<file path="config.mk">
export PLATFORM = sky130hd
export DESIGN_NAME = boot_device_path_parser_core
export DESIGN_NICKNAME = d
export VERILOG_FILES = /design/src/rtl/bdpp_pkg.sv /design/src/rtl/boot_device_path_parser_core.sv
export SDC_FILE = /design/constraint.sdc
export NUM_CORES = 2
export LEC_CHECK = 0
export BUFFER_PORTS_ARGS = -buffer_cell sky130_fd_sc_hd__buf_2
export CORE_ASPECT_RATIO = 0.75
export CORE_MARGIN = 5
export CORE_UTILIZATION = 40
export CTS_CLUSTER_SIZE = 8
export DETAILED_ROUTE_END_ITERATION = 16
export PLACE_DENSITY_LB_ADDON = 0.15
export SYNTH_ARGS = -nofsm -noshare
export SYNTH_HDL_FRONTEND = slang
export SYNTH_SLANG_ARGS = --single-unit
</file>
<file path="constraint.sdc">
create_clock -name clk_i -period 31.3 [get_ports clk_i]
set_input_delay 6.26 -clock clk_i [delete_from_list [all_inputs] [get_ports clk_i]]
set_output_delay 6.26 -clock clk_i [all_outputs]
set_load 0.01 [all_outputs]
</file>
<file path="src/rtl/bdpp_pkg.sv">
package bdpp_pkg;

  localparam logic [1:0] KIND_PATH    = 2'd0;
  localparam logic [1:0] KIND_DONE    = 2'd1;
  localparam logic [1:0] KIND_SUMMARY = 2'd2;

  localparam logic [1:0] STOP_LIST   = 2'd0;
  localparam logic [1:0] STOP_END    = 2'd1;
  localparam logic [1:0] STOP_LENGTH = 2'd2;

  localparam logic [7:0] TYPE_MEDIA   = 8'h04;
  localparam logic [7:0] SUB_HD       = 8'h01;
  localparam logic [7:0] SUB_FILE     = 8'h04;
  localparam logic [7:0] TYPE_END     = 8'h7f;
  localparam logic [7:0] SUB_END      = 8'hff;
  localparam logic [7:0] GPT_CODE     = 8'h02;

  // one result word, tdata order from kind up
  typedef struct packed {
    logic        run_last;
    logic [1:0]  stop_cause;
    logic        uuid_found;
    logic [63:0] uuid_low;
    logic [63:0] uuid_high;
    logic        path_first;
    logic [7:0]  path_byte;
    logic [1:0]  kind;
  } result_t;

endpackage

</file>
<file path="src/rtl/boot_device_path_parser_core.sv">
// boot device path parser
// slave channel: one byte of a boot option's device-path list per word, tlast
// on the final byte of the list. master channel: result words (path bytes,
// path finished markers, one summary per list), tlast set on the last word
// caused by an input byte.
// each input byte is decoded combinationally into a small batch of up to five
// results held in a result buffer; the buffer drains one word per cycle while
// the receiver is ready. the first result is presented in the cycle after the
// byte is accepted. throughput: one input byte per cycle when it yields at
// most one result and the receiver is ready; a byte that yields several results
// holds off the next byte until its batch has left through the single master port.
// a new byte is taken in the same cycle the last word of the previous batch
// leaves, so back to back bytes run with no bubble.
// reset clears all parse state; the signature buffer holds garbage until a
// hard-drive record fills it. when the receiver stalls, the batch holds and
// the slave side stops taking bytes once the batch is not drained.
module boot_device_path_parser_core (
  input  logic         clk_i,
  input  logic         rst_ni,
  input  logic         s_axis_tvalid,
  output logic         s_axis_tready,
  input  logic [7:0]   s_axis_tdata,   // data_byte[7:0]
  input  logic         s_axis_tlast,   // list_end
  output logic         m_axis_tvalid,
  input  logic         m_axis_tready,
  // kind[1:0] path_byte[9:2] path_first[10] uuid_high[74:11] uuid_low[138:75]
  // uuid_found[139] stop_cause[141:140], zero fill to 144
  output logic [143:0] m_axis_tdata,
  output logic         m_axis_tlast    // run_last
);

  // parse state
  logic [15:0] off_q, len_q;
  logic [7:0]  typ_q, sub_q, tbl_q, pend_q;
  logic [7:0]  sig_q [16];
  logic [63:0] hi_q, lo_q;
  logic        seen_q, done_q, halt_q, any_q;
  logic [1:0]  code_q;

  // result batch
  bdpp_pkg::result_t res_q [5];
  logic [2:0] cnt_q, idx_q;

  logic acc, pop, drain_last;
  assign pop        = m_axis_tvalid && m_axis_tready;
  assign drain_last = pop && (idx_q + 3'd1 == cnt_q);
  assign s_axis_tready = (cnt_q == 3'd0) || drain_last;
  assign acc = s_axis_tvalid && s_axis_tready;

  assign m_axis_tvalid = cnt_q != 3'd0;
  assign m_axis_tdata  = {2'b00, res_q[idx_q][141:0]};
  assign m_axis_tlast  = res_q[idx_q].run_last;

  // combinational decode of one byte
  logic [15:0] off_d, len_d;
  logic [7:0]  typ_d, sub_d, tbl_d, pend_d;
  logic [63:0] hi_d, lo_d;
  logic        seen_d, done_d, halt_d, any_d, sig_we;
  logic [1:0]  code_d;
  logic [15:0] unit;
  logic        is_file, is_hd;
  bdpp_pkg::result_t r [5];
  logic [2:0]  n;
  logic [7:0]  b [3];
  logic [1:0]  nb;

  always_comb begin
    off_d = off_q; len_d = len_q; typ_d = typ_q; sub_d = sub_q; tbl_d = tbl_q;
    pend_d = pend_q; hi_d = hi_q; lo_d = lo_q; seen_d = seen_q; done_d = done_q;
    halt_d = halt_q; any_d = any_q; code_d = code_q; sig_we = 1'b0;
    n = 3'd0; nb = 2'd0;
    b[0] = 8'h00; b[1] = 8'h00; b[2] = 8'h00;
    for (int k = 0; k < 5; k++) r[k] = '0;
    unit = {s_axis_tdata, pend_q};
    is_file = typ_q == bdpp_pkg::TYPE_MEDIA && sub_q == bdpp_pkg::SUB_FILE;
    is_hd   = typ_q == bdpp_pkg::TYPE_MEDIA && sub_q == bdpp_pkg::SUB_HD;
    if (!halt_q) begin
      if (off_q == 16'd0) typ_d = s_axis_tdata;
      else if (off_q == 16'd1) sub_d = s_axis_tdata;
      else if (off_q == 16'd2) len_d = {8'h00, s_axis_tdata};
      else if (off_q == 16'd3) begin
        len_d = {s_axis_tdata, len_q[7:0]};
        if (len_d < 16'd4) begin
          halt_d = 1'b1; code_d = bdpp_pkg::STOP_LENGTH;
        end else if (typ_q == bdpp_pkg::TYPE_END && sub_q == bdpp_pkg::SUB_END) begin
          halt_d = 1'b1; code_d = bdpp_pkg::STOP_END;
        end else if (is_file) begin
          done_d = 1'b0; any_d = 1'b0; pend_d = 8'h00;
        end
      end else if (is_hd) begin
        if (off_q >= 16'd24 && off_q <= 16'd39) sig_we = 1'b1;
        else if (off_q == 16'd40) tbl_d = s_axis_tdata;
        else if (off_q == 16'd41 && tbl_q == bdpp_pkg::GPT_CODE &&
                 s_axis_tdata == bdpp_pkg::GPT_CODE) begin
          hi_d = {sig_q[3], sig_q[2], sig_q[1], sig_q[0],
                  sig_q[5], sig_q[4], sig_q[7], sig_q[6]};
          lo_d = {sig_q[8], sig_q[9], sig_q[10], sig_q[11],
                  sig_q[12], sig_q[13], sig_q[14], sig_q[15]};
          seen_d = 1'b1;
        end
      end else if (is_file && !done_q) begin
        if (!off_q[0]) pend_d = s_axis_tdata;
        else if (unit == 16'd0) begin
          r[0].kind = bdpp_pkg::KIND_DONE; r[0].path_first = !any_q;
          n = 3'd1; done_d = 1'b1;
        end else if (unit < 16'h0080) begin
          b[0] = unit[7:0]; nb = 2'd1;
        end else if (unit < 16'h0800) begin
          b[0] = 8'hc0 | {3'b000, unit[10:6]}; b[1] = 8'h80 | {2'b00, unit[5:0]};
          nb = 2'd2;
        end else begin
          b[0] = 8'he0 | {4'h0, unit[15:12]};
          b[1] = 8'h80 | {2'b00, unit[11:6]};
          b[2] = 8'h80 | {2'b00, unit[5:0]}; nb = 2'd3;
        end
      end
      for (int k = 0; k < 3; k++) begin
        if (k < nb) begin
          r[k].kind = bdpp_pkg::KIND_PATH;
          r[k].path_byte = (b[k] == 8'h5c) ? 8'h2f : b[k];
          r[k].path_first = (k == 0) && !any_q;
        end
      end
      if (nb != 2'd0) begin
        n = {1'b0, nb}; any_d = 1'b1;
      end
      if (!halt_d) begin
        if (off_q >= 16'd3 && off_q + 16'd1 >= len_d) begin
          if (is_file && !done_d) begin
            r[n].kind = bdpp_pkg::KIND_DONE; r[n].path_first = !any_d;
            n = n + 3'd1; done_d = 1'b1;
          end
          off_d = 16'd0;
        end else off_d = off_q + 16'd1;
      end
    end
    if (s_axis_tlast) begin
      if (!halt_d && off_d >= 16'd4 && is_file && !done_d) begin
        r[n].kind = bdpp_pkg::KIND_DONE; r[n].path_first = !any_d;
        n = n + 3'd1;
      end
      r[n].kind = bdpp_pkg::KIND_SUMMARY;
      r[n].uuid_high = hi_d; r[n].uuid_low = lo_d; r[n].uuid_found = seen_d;
      r[n].stop_cause = halt_d ? code_d : bdpp_pkg::STOP_LIST;
      n = n + 3'd1;
      off_d = '0; len_d = '0; typ_d = '0; sub_d = '0; tbl_d = '0; pend_d = '0;
      hi_d = '0; lo_d = '0; seen_d = 1'b0; done_d = 1'b0; halt_d = 1'b0;
      any_d = 1'b0; code_d = bdpp_pkg::STOP_LIST;
    end
    for (int k = 0; k < 5; k++) r[k].run_last = (n != 3'd0) && (3'(k) == n - 3'd1);
  end

  always_ff @(posedge clk_i or negedge rst_ni) begin
    if (!rst_ni) begin
      off_q <= '0; len_q <= '0; typ_q <= '0; sub_q <= '0; tbl_q <= '0;
      pend_q <= '0; hi_q <= '0; lo_q <= '0; seen_q <= 1'b0; done_q <= 1'b0;
      halt_q <= 1'b0; any_q <= 1'b0; code_q <= bdpp_pkg::STOP_LIST;
      cnt_q <= '0; idx_q <= '0;
    end else begin
      if (acc) begin
        off_q <= off_d; len_q <= len_d; typ_q <= typ_d; sub_q <= sub_d;
        tbl_q <= tbl_d; pend_q <= pend_d; hi_q <= hi_d; lo_q <= lo_d;
        seen_q <= seen_d; done_q <= done_d; halt_q <= halt_d; any_q <= any_d;
        code_q <= code_d; cnt_q <= n; idx_q <= '0;
      end else if (drain_last) begin
        cnt_q <= '0; idx_q <= '0;
      end else if (pop) begin
        idx_q <= idx_q + 3'd1;
      end
    end
  end

  // payload storage
  always_ff @(posedge clk_i) begin
    if (acc) begin
      for (int k = 0; k < 5; k++) res_q[k] <= r[k];
      if (sig_we) sig_q[off_q[3:0] - 4'd8] <= s_axis_tdata;
    end
  end

  // batch index stays inside the batch
  a_idx: assert property (@(posedge clk_i) disable iff (!rst_ni)
    m_axis_tvalid |-> idx_q < cnt_q) else $error("index past batch");
  // bytes are only taken once the batch is drained
  a_take: assert property (@(posedge clk_i) disable iff (!rst_ni)
    (s_axis_tvalid && s_axis_tready && cnt_q != 3'd0) |-> drain_last)
    else $error("byte taken over live batch");
  // a summary is always the last word of its batch
  a_sum: assert property (@(posedge clk_i) disable iff (!rst_ni)
    (m_axis_tvalid && m_axis_tdata[1:0] == bdpp_pkg::KIND_SUMMARY) |-> m_axis_tlast)
    else $error("summary not last");

endmodule

</file>
==> flow_metrics.tcl <==
set metrics [dict create \
    run_status "complete, no violations" \
    via_count 28400 \
    dieWidth_um 398 \
    drt_pre_antenna_iters 5 \
    slew_headroom_pct 15.1 \
    detail_route.iter0.violations 2383 \
    synthXorXnorAreaFrac_pct 0.379 \
    postSynthRegisterBits 1029 \
    grt.total_usage_pct 19.9 \
    final_critical_path_setup_slack_ns 18.00 \
    finalWeightedCongestion 0.849 \
    finalSetupViolCount 0 \
    drv_slew 0 \
    timing.final.hold_violations 0 \
    ffs_w_async_s_r_synth_pct 19.8 \
    number_of_antenna_violations_at_the_first_check_in_global_routing 9 \
    synth_compound_gate_area_share_pct 6.18 \
    num-nets-final 3501 \
    grt_start_max_net_pins 178 \
    min-delay-path-class "reg2reg" \
    ys_flop_type "edfxtp_1" \
    max_cap_violations 0 \
    final_cell_mix "edfxtp_1 (825), nor2_1 (734), nand2_1 (220)" \
    post_cts_buffers 0 \
    finalCriticalPeriod_ns 13.30 \
    core-area_mm2 0.112 \
    fin_crit_sh_pct 42.5 \
    layout_filler_cell_count 9834 \
    post_synth_mux_area_share_pct 14.0 \
    grt_setup_unrepaired "false" \
    clock-root-buffer "clkbuf_16" \
    drcViolationCount 0 \
    global_route.overflow_total 0 \
    number_of_ports_placed_on_the_die_boundary 160 \
    yosys_warnings 0 \
    setup_tns_ns 0 \
    cts-buffers-inserted 146 \
    critical_path_arrival_ns 7.04 \
    die-height_um 301 \
    routed_wl_mm 120 \
    netlist_instances 3326 \
    number_of_global_route_vias_before_repair 29000 \
    grt_pass1_wl_mm 181 \
    cellLeakagePower_uw 0.0184 \
    pre_cts_slack_ns 18.03 \
    postSynthAreaPerCell_um2 13.6 \
    cell_area_after_synthesis_mm2 0.0452 \
    drive_above_1_share_pct 19.7 \
    fmax_ghz 0.0752 \
    io_buffer_count 157 \
    num_rows 106 \
    tritoncts_num_sinks 1029 \
    clock_insertion_delay_worst_skew_ns 0.75 \
    ant_nets 0 \
    synth_edf_count 825 \
    yosys.area_share.simple_pct 10.3 \
    worst-endpoint-required_ns 25.04 \
    max-vdd-ir-drop_uv 59.1 \
    tightest_slew_ns 1.26 \
    drt-wirelength-per-cell_um 23.5 \
    critPathCaptureType "output pin" \
    effective_utilization_at_floorplan_pct 40.5 \
    final.hold.worst_slack_ns 0.481 \
    syn_to_final_growth_pct 14.6 \
    critPathKind "in2out" \
    layout.cells.most_common "edfxtp_1" \
    detail_route.vias_per_cell 5.57 \
    cp_max_fanout 4 \
    synth_top_family_by_area "multiplexers" \
    synth-seq-area-share_pct 66.1 \
    power_density_mw_per_mm2 84.8 \
    synth-adder-area-share_pct 0.636 \
    cts.clk_slew.worst_paths_ns 0.05 \
    postCtsHoldBufs 0 \
    cts_repair_resize_count 0 \
    worstSetupStartpointType "input pin" \
    synth_cell_types 71 \
    die_outline_area_mm2 0.120 \
    dp_hpwl_mm 65.3 \
    clock_tree.htree_level_count 4 \
    skew_ns 0.0271 \
    multi_input_comb_area_mm2 0.0144 \
    register_area_mm2 0.0299 \
    ctsLongestPathBuffers 3 \
    tritoncts "yes" \
]
## cell usage after synthesis, types with 4 or more instances
cell type / count / area (µm²)
edfxtp_1: 825 / 24800
nand2_1: 221 / 830
inv_1: 16 / 60.1
a21o_1: 4 / 30.0
xor2_1: 4 / 35.0
mux2i_1: 145 / 1450
a21oi_1: 46 / 230
nand3_1: 13 / 65.1
buf_4: 7 / 52.6
and2_1: 6 / 37.5
or4_1: 10 / 75.1
buf_2: 50 / 250
and3_1: 15 / 93.8
a22o_1: 13 / 114
ha_1: 23 / 288
mux4_2: 135 / 3040
dfrtp_1: 204 / 5100
buf_1: 27 / 101
o211ai_1: 4 / 30.0
clkbuf_1: 141 / 529
a211oi_1: 4 / 30.0
xnor2_1: 13 / 114
nor2b_1: 10 / 62.6
mux2_2: 162 / 1820
o21ai_1: 5 / 25.0
nor2_1: 734 / 2760
inv_2: 5 / 18.8
o22ai_1: 7 / 43.8
nor3_1: 33 / 165
nand2b_1: 8 / 50.1
nand4_1: 15 / 93.8
buf_6: 9 / 101
nor4b_1: 5 / 43.8
nor4_1: 21 / 131
a31oi_1: 7 / 43.8
nor3b_1: 4 / 30.0
o21ai_0: 177 / 886
o31ai_1: 8 / 60.1
a22oi_1: 138 / 1040
## area by class of cell
type / count / area share (%)
timing repair buffer: 211 / 2.40
antenna: 2 / 0.00966
clock inverter: 9 / 0.251
inverter: 21 / 0.167
tap: 1512 / 3.65
sequential: 1029 / 57.7
clock buffer: 258 / 8.08
multi-input combinational: 2056 / 27.8
## state kept, by name, indices dropped and copies added (netlist names), 2 cells and up
register,count
hi_q,64
code_q,2
sub_q,8
sig_q,128
off_q,16
len_q,16
typ_q,8
cnt_q,3
pend_q,8
lo_q,64
idx_q,3
res_q,697
tbl_q,8
## layer usage
layer | up-vias | track usage, % | share of wire (%) | wire, µm
met5 | - | 0 | 0.011 | 13
met4 | 2 | 5.74 | 2.1 | 2470
met1 | 14700 | 27.5 | 44 | 52200
met3 | 173 | 3.84 | 6.7 | 7990
met2 | 909 | 32.4 | 48 | 57100
li1 | 12700 | - | - | -
## worst paths after layout
path / from / to / slack [ns] / cells past startpoint
worst max-delay path: m_axis_tready / s_axis_tready / 18.00 / 6
worst min-delay path: len_q[10]$_DFFE_PN0P_ / len_q[10]$_DFFE_PN0P_ / 0.48 / 2
worst max register to register: off_q[8]$_DFFE_PN0P_ / res_q[4][136]$_SDFFCE_PN0P_ / 22.90 / 22
worst min register to register: len_q[10]$_DFFE_PN0P_ / len_q[10]$_DFFE_PN0P_ / 0.48 / 2
max in group asynchronous: rst_ni / lo_q[41]$_DFFE_PN0P_ / 24.28 / 2
min in group asynchronous: rst_ni / hi_q[37]$_DFFE_PN0P_ / 5.56 / 1
## worst max-delay path, cell delays in order
cell,delay [ns]
buf_2,0.11
nand2_1,0.07
a21oi_1,0.29
nor2_1,0.10
inv_1,0.09
buf_2,0.13
## power by group
part           internal (µW)  switching [µW]  total (µW)
Sequential              1770            92.7        1860
Clock                    902             585        1490
Combinational            428             621        1050
Total                   3100            1300        4400
## per-stage QoR
step / power (µW) / util, % / instances / instance area [µm²]
5_1_grt: 4600 / 46.4 / 5096 / 51800
6_report: 4400 / 46.4 / 5098 / 51800
3_3_place_gp: 2930 / 42.5 / 4829 / 47500
3_5_place_dp: 2960 / 42.5 / 4829 / 47500
4_1_cts: 4460 / 46.4 / 5096 / 51800
2_1_floorplan: 2780 / - / 3340 / 45300
## cells by family (layout without fill, tap and decap cells)
logic type,after synthesis,in the layout
AO/OA/AOI/OAI,440,440
XOR/XNOR,18,18
adder cells (fa/ha/maj),23,23
buffers and inverters,255,499
flip-flops,1029,1029
multiplexers,442,442
other,1,17
AND/OR/NAND/NOR,1118,1118
Note: power is estimated with default switching activity, not from simulation.
